## src/rtl/core/ncc_pkg.sv

```systemverilog
// shared types and opcode constants for the nibble processor core
package ncc_pkg;

  localparam logic [1:0] ST_OK   = 2'd0;
  localparam logic [1:0] ST_HALT = 2'd1;
  localparam logic [1:0] ST_ERR  = 2'd2;

  localparam logic [3:0] GRP_JCN = 4'h1;
  localparam logic [3:0] GRP_FIM = 4'h2;
  localparam logic [3:0] GRP_FIN = 4'h3;
  localparam logic [3:0] GRP_JUN = 4'h4;
  localparam logic [3:0] GRP_JMS = 4'h5;
  localparam logic [3:0] GRP_INC = 4'h6;
  localparam logic [3:0] GRP_ISZ = 4'h7;
  localparam logic [3:0] GRP_ADD = 4'h8;
  localparam logic [3:0] GRP_SUB = 4'h9;
  localparam logic [3:0] GRP_LD  = 4'hA;
  localparam logic [3:0] GRP_XCH = 4'hB;
  localparam logic [3:0] GRP_BBL = 4'hC;
  localparam logic [3:0] GRP_LDM = 4'hD;
  localparam logic [3:0] GRP_IO  = 4'hE;
  localparam logic [3:0] GRP_ACC = 4'hF;

  localparam logic [3:0] IO_WRM = 4'h0;
  localparam logic [3:0] IO_WMP = 4'h1;
  localparam logic [3:0] IO_WR0 = 4'h4;
  localparam logic [3:0] IO_WR1 = 4'h5;
  localparam logic [3:0] IO_WR2 = 4'h6;
  localparam logic [3:0] IO_WR3 = 4'h7;
  localparam logic [3:0] IO_SBM = 4'h8;
  localparam logic [3:0] IO_RDM = 4'h9;
  localparam logic [3:0] IO_RDR = 4'hA;
  localparam logic [3:0] IO_ADM = 4'hB;
  localparam logic [3:0] IO_RD0 = 4'hC;
  localparam logic [3:0] IO_RD1 = 4'hD;
  localparam logic [3:0] IO_RD2 = 4'hE;
  localparam logic [3:0] IO_RD3 = 4'hF;

  localparam logic [3:0] AC_CLB = 4'h0;
  localparam logic [3:0] AC_CLC = 4'h1;
  localparam logic [3:0] AC_IAC = 4'h2;
  localparam logic [3:0] AC_CMC = 4'h3;
  localparam logic [3:0] AC_CMA = 4'h4;
  localparam logic [3:0] AC_RAL = 4'h5;
  localparam logic [3:0] AC_RAR = 4'h6;
  localparam logic [3:0] AC_TCC = 4'h7;
  localparam logic [3:0] AC_DAC = 4'h8;
  localparam logic [3:0] AC_TCS = 4'h9;
  localparam logic [3:0] AC_STC = 4'hA;
  localparam logic [3:0] AC_DAA = 4'hB;
  localparam logic [3:0] AC_KBP = 4'hC;
  localparam logic [3:0] AC_DCL = 4'hD;

  typedef struct packed {
    logic [11:0] pc;
    logic [3:0]  acc;
    logic        carry;
    logic [2:0]  bank;
    logic [1:0]  chip;
    logic [1:0]  rsel;
    logic [3:0]  chr;
  } ncc_arch_t;

  typedef struct packed {
    logic [1:0]  stat;
    logic        exec;
    logic        two;
    logic        pair_we;
    logic [2:0]  pair_idx;
    logic [7:0]  pair_val;
    logic        ram_we;
    logic        st_we;
    logic [15:0] st_row;
    logic        push;
    logic        pop;
    logic [11:0] ret_pc;
    logic        fin;
    logic [11:0] fin_addr;
    logic        pw;
    logic [2:0]  pb;
    logic [1:0]  pcs;
    logic [3:0]  pv;
  } ncc_eff_t;

endpackage

```

## src/rtl/core/ncc_exec.sv

```systemverilog
// instruction decode and execute logic for one fetched instruction
module ncc_exec import ncc_pkg::*; (
  input  ncc_arch_t   arch_i,
  input  logic [7:0]  op,
  input  logic [7:0]  dat,
  input  logic [7:0]  pair_rd,
  input  logic [3:0]  ram_nib,
  input  logic [15:0] stat_row,
  input  logic        bank_ok,
  input  logic        test_pin,
  input  logic [3:0]  rom_in,
  input  logic [11:0] stack_top,
  input  logic        here_bad,
  input  logic        next_bad,
  output ncc_arch_t   arch_o,
  output ncc_eff_t    eff
);
  logic [3:0]  hi;
  logic [3:0]  lo;
  logic        two;
  logic [11:0] here;
  logic [11:0] pcn;
  logic [3:0]  rv;
  logic [3:0]  rv_inc;
  logic [3:0]  ram_rd;
  logic [3:0]  st_rd;
  logic [3:0]  add_op;
  logic        add_en;
  logic [4:0]  sum;
  logic [4:0]  daa_sum;
  logic        cond;

  assign hi     = op[7:4];
  assign lo     = op[3:0];
  assign two    = (hi == GRP_JCN) || (hi == GRP_FIM && !lo[0]) || (hi == GRP_JUN) ||
                  (hi == GRP_JMS) || (hi == GRP_ISZ);
  assign here   = arch_i.pc;
  assign pcn    = here + (two ? 12'd2 : 12'd1);
  assign rv     = lo[0] ? pair_rd[3:0] : pair_rd[7:4];
  assign rv_inc = rv + 4'd1;
  assign ram_rd = bank_ok ? ram_nib : 4'd0;
  assign st_rd  = bank_ok ? stat_row[{lo[1:0], 2'b00} +: 4] : 4'd0;
  assign sum    = {1'b0, arch_i.acc} + {1'b0, add_op} + {4'd0, arch_i.carry};
  assign daa_sum = {1'b0, arch_i.acc} + 5'd6;

  always_comb begin
    add_op = 4'd0;
    add_en = 1'b0;
    case (hi)
      GRP_ADD: begin
        add_op = rv;
        add_en = 1'b1;
      end
      GRP_SUB: begin
        add_op = ~rv;
        add_en = 1'b1;
      end
      GRP_IO: begin
        if (lo == IO_SBM) begin
          add_op = ~ram_rd;
          add_en = 1'b1;
        end else if (lo == IO_ADM) begin
          add_op = ram_rd;
          add_en = 1'b1;
        end
      end
      default: ;
    endcase
  end

  always_comb begin
    cond = 1'b0;
    if (lo[2] && arch_i.acc == 4'd0) cond = 1'b1;
    if (lo[1] && arch_i.carry) cond = 1'b1;
    if (lo[0] && !test_pin) cond = 1'b1;
    if (lo[3]) cond = !cond;
  end

  always_comb begin
    arch_o = arch_i;
    eff    = '0;
    eff.two      = two;
    eff.pair_idx = lo[3:1];
    eff.ret_pc   = pcn;
    eff.st_row   = stat_row;
    eff.st_row[{lo[1:0], 2'b00} +: 4] = arch_i.acc;
    eff.fin_addr = {here[11:8], pair_rd};
    if (here_bad || (two && next_bad)) begin
      eff.stat = ST_ERR;
    end else begin
      eff.exec  = 1'b1;
      arch_o.pc = pcn;
      if (add_en) begin
        arch_o.acc   = sum[3:0];
        arch_o.carry = sum[4];
      end
      case (hi)
        GRP_JCN: begin
          if (cond) arch_o.pc = {here[11:8], dat};
        end
        GRP_FIM: begin
          if (!lo[0]) begin
            eff.pair_we  = 1'b1;
            eff.pair_val = dat;
          end else begin
            arch_o.chip = pair_rd[7:6];
            arch_o.rsel = pair_rd[5:4];
            arch_o.chr  = pair_rd[3:0];
          end
        end
        GRP_FIN: begin
          if (!lo[0]) begin
            eff.fin = 1'b1;
          end else begin
            arch_o.pc = {here[11:8], pair_rd};
          end
        end
        GRP_JUN: arch_o.pc = {lo, dat};
        GRP_JMS: begin
          eff.push  = 1'b1;
          arch_o.pc = {lo, dat};
        end
        GRP_INC, GRP_ISZ: begin
          eff.pair_we  = 1'b1;
          eff.pair_val = lo[0] ? {pair_rd[7:4], rv_inc} : {rv_inc, pair_rd[3:0]};
          if (hi == GRP_ISZ && rv_inc != 4'd0) arch_o.pc = {here[11:8], dat};
        end
        GRP_LD: arch_o.acc = rv;
        GRP_XCH: begin
          arch_o.acc   = rv;
          eff.pair_we  = 1'b1;
          eff.pair_val = lo[0] ? {pair_rd[7:4], arch_i.acc} : {arch_i.acc, pair_rd[3:0]};
        end
        GRP_BBL: begin
          arch_o.acc = lo;
          arch_o.pc  = stack_top;
          eff.pop    = 1'b1;
        end
        GRP_LDM: arch_o.acc = lo;
        GRP_IO: begin
          case (lo)
            IO_WRM: eff.ram_we = bank_ok;
            IO_WMP: begin
              eff.pw  = 1'b1;
              eff.pb  = arch_i.bank;
              eff.pcs = arch_i.chip;
              eff.pv  = arch_i.acc;
            end
            IO_WR0, IO_WR1, IO_WR2, IO_WR3: eff.st_we = bank_ok;
            IO_RDM: arch_o.acc = ram_rd;
            IO_RDR: arch_o.acc = rom_in;
            IO_RD0, IO_RD1, IO_RD2, IO_RD3: arch_o.acc = st_rd;
            default: ;
          endcase
        end
        GRP_ACC: begin
          case (lo)
            AC_CLB: begin
              arch_o.acc   = 4'd0;
              arch_o.carry = 1'b0;
            end
            AC_CLC: arch_o.carry = 1'b0;
            AC_IAC: {arch_o.carry, arch_o.acc} = {1'b0, arch_i.acc} + 5'd1;
            AC_CMC: arch_o.carry = !arch_i.carry;
            AC_CMA: arch_o.acc = ~arch_i.acc;
            AC_RAL: {arch_o.carry, arch_o.acc} = {arch_i.acc, arch_i.carry};
            AC_RAR: {arch_o.acc, arch_o.carry} = {arch_i.carry, arch_i.acc};
            AC_TCC: begin
              arch_o.acc   = {3'd0, arch_i.carry};
              arch_o.carry = 1'b0;
            end
            AC_DAC: {arch_o.carry, arch_o.acc} = {1'b0, arch_i.acc} + 5'd15;
            AC_TCS: begin
              arch_o.acc   = arch_i.carry ? 4'd10 : 4'd9;
              arch_o.carry = 1'b0;
            end
            AC_STC: arch_o.carry = 1'b1;
            AC_DAA: begin
              if (arch_i.acc > 4'd9 || arch_i.carry) begin
                arch_o.acc = daa_sum[3:0];
                if (daa_sum[4]) arch_o.carry = 1'b1;
              end
            end
            AC_KBP: begin
              case (arch_i.acc)
                4'd0, 4'd1, 4'd2: ;
                4'd4: arch_o.acc = 4'd3;
                4'd8: arch_o.acc = 4'd4;
                default: arch_o.acc = 4'd15;
              endcase
            end
            AC_DCL: arch_o.bank = arch_i.acc[2:0];
            default: ;
          endcase
        end
        default: ;
      endcase
      eff.stat = (arch_o.pc == here) ? ST_HALT : ST_OK;
    end
  end
endmodule

```

## config.mk

```make
export PLATFORM = sky130hd
export DESIGN_NAME = ncc_exec
export DESIGN_NICKNAME = d
export VERILOG_FILES = /design/src/rtl/core/ncc_pkg.sv /design/src/rtl/core/ncc_exec.sv
export SDC_FILE = /design/constraint.sdc
export NUM_CORES = 1
export LEC_CHECK = 0
export BUFFER_PORTS_ARGS = -buffer_cell sky130_fd_sc_hd__buf_2
export CAP_MARGIN = 20
export CORE_UTILIZATION = 51
export DETAILED_ROUTE_END_ITERATION = 16
export GPL_TIMING_DRIVEN = 0
export PLACE_DENSITY = 0.82
export SYNTH_ARGS = -nofsm -noshare
export SYNTH_HDL_FRONTEND = slang
export SYNTH_SLANG_ARGS = --single-unit
```

## constraint.sdc

```tcl
create_clock -name vclk -period 10.6
set_clock_uncertainty 0.15 [all_clocks]
set_input_delay 3.18 -clock vclk [all_inputs]
set_output_delay 3.18 -clock vclk [all_outputs]
set_load 0.005 [all_outputs]
```

# After elaboration in Yosys (flattened, before gate mapping)
# Index checks and enable logic that the tools add are counted.
# word_totals
register_bits	0
latchBits	0
ramBits	0
mem_bits_ro	0
inputBits	92
output_inout_bits	99
elab_cells	135
n_memories	0
# op_classes
addsub	8
mul	0
n_div	0
magnitude_cmp	1
eq_ne	35
shift	3
n_mux	56
bitwise_logic	3
n_reduce_logical	29
# ops
operator	n
== test 4 bit, second input constant	17
case mux 12 bit (5 select lines)	1
2-to-1 mux 12 bit	4
2-to-1 mux 10 bit	4
2-to-1 mux 8 bit	5
case mux 4 bit (10 select lines)	1
== test 4 x 3 -> 1 bit, second input constant	9
case mux 4 bit (3 select lines)	3
2-to-1 mux 28 bit	1
2-to-1 mux 4 bit	6
case mux 8 bit (3 select lines)	1
== test 4 x 2 -> 1 bit, second input constant	5
2-to-1 mux 1 bit	17
bitwise mux 16 bit	1
case mux 4 bit (4 select lines)	1
variable shift 4 x 6 -> 16 bit, first input constant	1
indexed part select 16 x 5 -> 4 bit	1
indexed part select 4 x 6 -> 16 bit	1
adder 12 x 2 -> 12 bit	1
== test 12 bit	1
== test 4 x 1 -> 1 bit, second input constant	3
inverter 4 bit	3
OR reduction 4 bit	3
2-to-1 mux 2 bit	5
19 further kinds	40

# Logic depth before layout (Yosys ltp)
# Gate-level depths: netlist of run 1.
# depth
depth_word	14
ltp_mapped	19
mapped_depth_nobuf	15

# Worst setup path before layout of run 1
# No wires, ideal clock.
# synth_timing
path_type	input -> output
start	in op[0]
end	out arch_o[13] (netlist bit)
arrival_time_ps	6838
required_time_ps	7270
setup_slack_ps	432
path_stages	18
n_path_buf	4
cell_sequence	buf_2 > inv_1 > clkbuf_1 > ha_1 > clkbuf_1 > clkbuf_1 > nand2_1 > xor2_1 > a22o_1 > fa_1 > inv_1 > fa_1 > mux2i_1 > a22oi_1 > o211ai_1 > o21ba_2 > nor2_1 > o31ai_1
# synth_lines
item	line	source
from (decl)	ncc_exec.sv:4	input logic [7:0] op,
to (decl)	ncc_exec.sv:15	output ncc_arch_t arch_o,

==> metrics.md, run 1 <==
| Metric | Value |
|---|---|
| Status | `complete, no violations` |
| Post-detailed-placement half-perimeter wirelength | `14800 um` |
| Quantity of hold-fixing buffers added after cts | `0` |
| Core Util, Final | `0.661` |
| Die extent in y | `approximately 94 um` |
| Syn Inst Count | `between 600 and 700` |
| Number of nets at the end of the flow | `977` |
| Detailed-route via count | `just over 6000` |
| Worst endpoint data arrival time | `7.19 ns` |
| Die width | `approximately 94 um` |
| Top cells by area, synth | `sky130_fd_sc_hd__o21ai_0 (8.0%), sky130_fd_sc_hd__nand2_1 (5.5%), sky130_fd_sc_hd__a21oi_1 (5.3%)` |
| Starting DRC count in detailed routing | `roughly 730` |
| Count of clock-net buffers in the final layout | `0` |
| Proportion of netlist area held by the largest area contributor | `0.0802` |
| Critical path start-end classification | `primary input to output pin` |
| Net count after synthesis | `790` |
| Total negative slack | `0 ns` |
| Area added between synthesis and finish | `25.6%` |
| Max-cap violations | `0` |
| Areal power density over the cells | `around 45 mW/mm^2` |
| Kind of end point of the critical path | `output pin` |
| Warnings from Yosys | `0` |
| Type of the most critical hold path | `primary input to output pin` |
| Synthesized area divided by synthesized cell count | `~6.4 um^2` |
| Worst Path Required | `roughly 7.3 ns` |
| Average detailed-routed wire length per instance | `19.2 um` |
| Peak VDD IR | `24.3 uV` |
| CP top delay family | `compound AO/OA/AOI/OAI gates` |
| Unrepaired setup endpoints after global routing | `false` |
| Number of iterations in the first detailed-routing pass | `8` |
| Top-level port count | `roughly 190` |
| Routed wire length | `18500 um` |
| Gr ovfl total | `0` |
| Footprint of the flip-flops and latches | `0 um^2` |
| Vias per cell | `6.44` |
| Count of flip-flops and latches | `0` |
| Distinct cell type count after synthesis | `just under 80` |
| Final critical-path required period | `~11 ns` |
| Most area-hungry cell type in the Yosys netlist | `sky130_fd_sc_hd__o21ai_0` |
| First-pass GRT wire length | `27700 um` |
| GRT Total Usage | `0.399` |
| Total die area | `0.00881 mm^2` |
| Achievable clock frequency | `95.1 MHz` |
| Pins over their slew limit | `0` |
| Standard-cell row count | `33` |
| Post-synthesis cell area | `0.00431 mm^2` |
| Critical path's largest stage delay | `approximately 0.46 ns` |
| Number of antenna violations at the first check in global routing | `0` |
| Worst max-slew margin expressed relative to the limit | `0.391` |
| Cell with the largest stage delay on the worst path | `sky130_fd_sc_hd__fa_1` |
| Critical Path, Cell by Cell | `buf_2 > buf_6 > clkinvlp_4 > ha_2 > clkbuf_4 > nand2_2 > xor2_1 > a22o_1 > fa_1 > inv_1 > fa_1 > mux2i_2 > a22oi_1 > o211ai_1 > o21ba_2 > nor2_1 > o31ai_1 > buf_2` |
| Largest fanout of any net on the critical path | `10` |
| Antenna-violating nets left | `0` |
| Number of fillers in the final layout | `slightly below 800` |
| LEAKAGE | `2.56 nW` |
| Port-buffer cells | `187` |
| Critical Path Source Type | `primary input` |
| Maximum number of pins on one net before global-route repair | `12` |
| Count of endpoints failing hold in the final timing report | `0` |
| Via count of the first global-routing pass | `approximately 5400` |
| Worst path buffer plus inverter count | `6` |
| Post-synthesis sequential area ratio | `0` |
| Total power consumption of the routed design | `0.000242 W` |
| Area of the placeable core | `between 0.008 and 0.009 mm^2` |
| Actual transition at the worst max-transition pin | `0.906 ns` |
| Final setup viols | `0` |
| Fraction of layout instances using a drive strength above 1 | `0.300` |
| DRC violation count after routing | `0` |
| Initial cell density of the core | `0.527` |
| Final cycle utilization of the critical path | `0.992` |
| Routability-driven placement congestion ratio | `1.02` |
| Ant. Diodes | `0` |
[placed cells by master, fill, tap and decap left out, types with 7 or more instances in the layout]
master,netlist,routed
sky130_fd_sc_hd__nand2_1,63,62
sky130_fd_sc_hd__nand2b_1,9,9
sky130_fd_sc_hd__nand4_1,12,12
sky130_fd_sc_hd__xor2_1,15,15
sky130_fd_sc_hd__nor2b_1,14,14
sky130_fd_sc_hd__buf_2,3,189
sky130_fd_sc_hd__buf_1,9,8
sky130_fd_sc_hd__a22oi_1,8,8
sky130_fd_sc_hd__xnor2_1,17,17
sky130_fd_sc_hd__ha_1,18,17
sky130_fd_sc_hd__nor2_1,43,43
sky130_fd_sc_hd__a32oi_1,7,7
sky130_fd_sc_hd__o211ai_1,8,8
sky130_fd_sc_hd__clkbuf_1,38,31
sky130_fd_sc_hd__nand3_1,29,29
sky130_fd_sc_hd__mux2_2,15,15
sky130_fd_sc_hd__o21a_1,8,8
sky130_fd_sc_hd__mux2i_1,10,8
sky130_fd_sc_hd__o22ai_1,12,12
sky130_fd_sc_hd__nor3_1,13,13
sky130_fd_sc_hd__inv_1,48,47
sky130_fd_sc_hd__and2_1,8,8
sky130_fd_sc_hd__a22o_1,8,8
sky130_fd_sc_hd__and3_1,21,21
sky130_fd_sc_hd__o21ai_0,69,68
sky130_fd_sc_hd__a21oi_1,46,46
sky130_fd_sc_hd__buf_4,17,18
[worst paths after layout]
kind,startpoint,end,cells after the start
worst max-delay path,op[0],arch_o[13],18
worst min-delay path,arch_i[27],eff[21],2
[synthesized netlist by cell type, types with 10 or more instances]
cell,n
sky130_fd_sc_hd__xnor2_1,17
sky130_fd_sc_hd__nor3_1,13
sky130_fd_sc_hd__and3_1,21
sky130_fd_sc_hd__mux2_2,15
sky130_fd_sc_hd__inv_1,48
sky130_fd_sc_hd__nand2_1,63
sky130_fd_sc_hd__nor2b_1,14
sky130_fd_sc_hd__nand4_1,12
sky130_fd_sc_hd__nor2_1,43
sky130_fd_sc_hd__a21oi_1,46
sky130_fd_sc_hd__xor2_1,15
sky130_fd_sc_hd__o22ai_1,12
sky130_fd_sc_hd__o21ai_0,69
sky130_fd_sc_hd__ha_1,18
sky130_fd_sc_hd__clkbuf_1,38
sky130_fd_sc_hd__nand3_1,29
sky130_fd_sc_hd__buf_4,17
sky130_fd_sc_hd__mux2i_1,10
[cell type report]
class,count,area (um^2),area share
repair buffers,188,943,0.174
plain buffers,64,323,0.0597
well taps,105,131,0.0243
multi-input cells,562,3820,0.707
inverters,48,184,0.0340
[per-layer routing]
| layer | track usage | vias to the layer above | wire length, um | share of wire |
|---|---|---|---|---|
| met5 | 0 | - | 0 | 0 |
| met2 | 0.630 | 444 | 8300 | 0.45 |
| met1 | 0.554 | 2879 | 7640 | 0.41 |
| li1 | - | 2858 | - | - |
| met3 | 0.0526 | 48 | 2140 | 0.12 |
| met4 | 0.128 | 0 | 471 | 0.025 |
[report_power, final]
| part | switching (W) | total, W | internal [W] |
|---|---|---|---|
| combinational | 0.000143 | 0.000242 | 0.0000981 |
| sequential | 0 | 0 | 0 |
| clock | 0 | 0 | 0 |
| total | 0.000143 | 0.000242 | 0.0000981 |
[repair_timing]
action                                  in CTS  in global routing
gates resized for setup                      6                 13
endpoints found under the setup margin       6                  5
buffers inserted                             1                  0
[cell families after synthesis]
group,Yosys count,synth area share
XOR/XNOR,32,0.0651
AND/OR/NAND/NOR,249,0.310
multiplexers,30,0.0866
adder cells (fa/ha/maj),21,0.0663
AO/OA/AOI/OAI,230,0.356
buffers and inverters,115,0.116
[per-stage QoR]
stage,cell area (um^2),setup WS (ns),hold WS [ns],std cells
detailed placement,5370,-0.918,6.38,969
floorplan,4310,0.432,6.27,677
global placement,5370,-0.918,6.38,969
CTS,5390,0.0179,6.38,968
global route,5410,0.000432,6.39,967
finish,5410,0.0808,6.38,967
Note: power is estimated with default switching activity, not from simulation.
==> inputs of run 2 (changes only) <==
==> constraint.sdc (replaced) <==
create_clock -name vclk -period 10.6
set_clock_uncertainty 0.15 [all_clocks]
set_input_delay 3.18 -clock vclk [all_inputs]
set_output_delay 3.18 -clock vclk [all_outputs]
set_load 0.02 [all_outputs]
==> run 2 against run 1 <==
  * Core utilization about the same
  * Worst setup slack got worse by 0.022 ns
  * Fmax is 0.21% lower
  * Non-clock buffer count is the same
  * Flip-flop and latch count unchanged
  * Global-route usage is essentially flat
  * Critical path type unchanged
  * Critical endpoint unchanged
==> metrics.md, run 2 (synthesis gave the netlist of run 1 again) <==
| Metric | Value |
|---|---|
| Footprint of the flip-flops and latches | `0 um^2` |
| Worst slack, placed | `-0.970 ns` |
| Largest fanout of any net on the critical path | `10` |
| Initial cell density of the core | `0.527` |
| Final cycle utilization of the critical path | `0.994` |
| Ant. Diodes | `0` |
| Via count of the first global-routing pass | `5352` |
| Leading cell type in the layout, fill and taps excluded | `sky130_fd_sc_hd__buf_2` |
| Critical path start-end classification | `primary input to output pin` |
| Cell total after placement | `between 900 and 1000` |
| Peak VDD IR | `roughly 28 uV` |
| Count of flip-flops and latches | `0` |
| Antenna-violating nets left | `0` |
| End of the worst hold path | `eff[21]` |
| Vias per cell | `6.51` |
| Detailed-route via count | `6292` |
| Number of antenna violations at the first check in global routing | `0` |
| Status | `complete, no violations` |
| CP top delay family | `compound AO/OA/AOI/OAI gates` |
| Count of endpoints failing hold in the final timing report | `0` |
| Pins over their slew limit | `0` |
| Startpoint of the tightest hold check path | `arch_i[27]` |
| LEAKAGE | `approximately 2.6 nW` |
| Worst-case setup margin in the final layout | `around 0.059 ns` |
| Fin area | `0.00541 mm^2` |
| Area added between synthesis and finish | `25.7%` |
| Placed inst area | `between 0.005 and 0.006 mm^2` |
| Total die area | `0.00881 mm^2` |
| Die width | `93.9 um` |
| Starting DRC count in detailed routing | `716` |
| Critical Path Source Type | `primary input` |
| Number of fillers in the final layout | `787` |
| Standard-cell row count | `33` |
| Count of placed standard cells in the final layout, fillers left out | `between 900 and 1000` |
| Actual transition at the worst max-transition pin | `about 0.95 ns` |
| Gr ovfl total | `0` |
| Unrepaired setup endpoints after global routing | `false` |
| Worst endpoint data arrival time | `7.21 ns` |
| Post-detailed-placement half-perimeter wirelength | `14800 um` |
| Critical path's largest stage delay | `0.46 ns` |
| Max-cap violations | `0` |
| Number of instances on the worst hold path | `2` |
| Routability-driven placement congestion ratio | `~1.0` |
| Fraction of layout instances using a drive strength above 1 | `0.302` |
| Count of clock-net buffers in the final layout | `0` |
| Total power consumption of the routed design | `0.000269 W` |
| Commonest cells after routing, fill and taps aside | `sky130_fd_sc_hd__buf_2 (189), sky130_fd_sc_hd__o21ai_0 (68), sky130_fd_sc_hd__nand2_1 (62)` |
| Cell with the largest stage delay on the worst path | `sky130_fd_sc_hd__fa_1` |
| Final critical-path required period | `10.54 ns` |
| Critical Path, Cell by Cell | `buf_2 > buf_6 > clkinvlp_4 > ha_2 > or2_2 > and3_1 > a22o_1 > fa_1 > inv_1 > fa_1 > mux2i_2 > a22oi_1 > o211ai_1 > o21ba_2 > nor2_1 > o31ai_1 > buf_2` |
| Die extent in y | `93.9 um` |
| Maximum number of pins on one net before global-route repair | `12` |
| Achievable clock frequency | `approximately 95 MHz` |
| Average detailed-routed wire length per instance | `between 15 and 20 um` |
| Port-buffer cells | `187` |
| Routed wire length | `18600 um` |
| GRT Total Usage | `0.399` |
| Number of iterations in the first detailed-routing pass | `6` |
| Worst max-slew margin expressed relative to the limit | `0.360` |
| Area of the placeable core | `0.00818 mm^2` |
| Number of nets at the end of the flow | `977` |
| Areal power density over the cells | `49.7 mW/mm^2` |
| Type of the most critical hold path | `primary input to output pin` |
| Worst Path Required | `7.27 ns` |
| Core Util, Final | `0.662` |
| Final setup viols | `0` |
| Kind of end point of the critical path | `output pin` |
| First-pass GRT wire length | `~28000 um` |
| Worst path buffer plus inverter count | `5` |
| Top-level port count | `191` |
| DRC violation count after routing | `0` |
-- run 2: changes by cell type in the layout (fill, tap and decap cells not counted) --
cell,previous run,this run
sky130_fd_sc_hd__o21ai_2,0,1
sky130_fd_sc_hd__o21ai_1,1,0
-- run 2: metrics by stage --
step	hold WS [ns]	setup TNS, ns
3_3_place_gp	6.43	-3.23
3_5_place_dp	6.43	-3.22
6_report	6.43	0
2_1_floorplan	6.32	0
5_1_grt	6.44	0
4_1_cts	6.43	0
-- run 2: how the worst max path moves through the flow --
stage | start | endpoint | depth (start not counted)
6_report | op[0] | arch_o[13] | 17
5_1_grt | op[0] | arch_o[13] | 17
4_1_cts | op[0] | arch_o[13] | 18
3_5_place_dp | op[0] | arch_o[13] | 20
3_3_place_gp | op[0] | arch_o[13] | 20
2_1_floorplan | op[0] | arch_o[13] | 18
-- run 2: layer usage --
| layer | share of wire | global-route usage |
|---|---|---|
| met4 | 0.031 | 0.122 |
| met5 | 0 | 0 |
| met3 | 0.12 | 0.0526 |
| met1 | 0.40 | 0.554 |
| met2 | 0.45 | 0.634 |
-- run 2: repair_timing --
action	4_1_cts	5_1_grt
gates resized for setup	7	12
cloned	0	0
endpoints found under the setup margin	6	6
hold endpoints to repair	0	0
setup buffers	1	0
hold buffers	0	0
-- run 2: cell type report --
| type | instances | area, um^2 | share of cell area |
|---|---|---|---|
| Buffer | 64 | 323 | 0.0597 |
| Inverter | 48 | 184 | 0.0340 |
| Multi-Input combinational cell | 562 | 3830 | 0.708 |
| Tap cell | 105 | 131 | 0.0243 |
| Timing Repair Buffer | 188 | 943 | 0.174 |
-- run 2: power breakdown --
| part | switching [W] | internal [W] |
|---|---|---|
| Sequential | 0 | 0 |
| Clock | 0 | 0 |
| Combinational | 0.000170 | 0.0000989 |
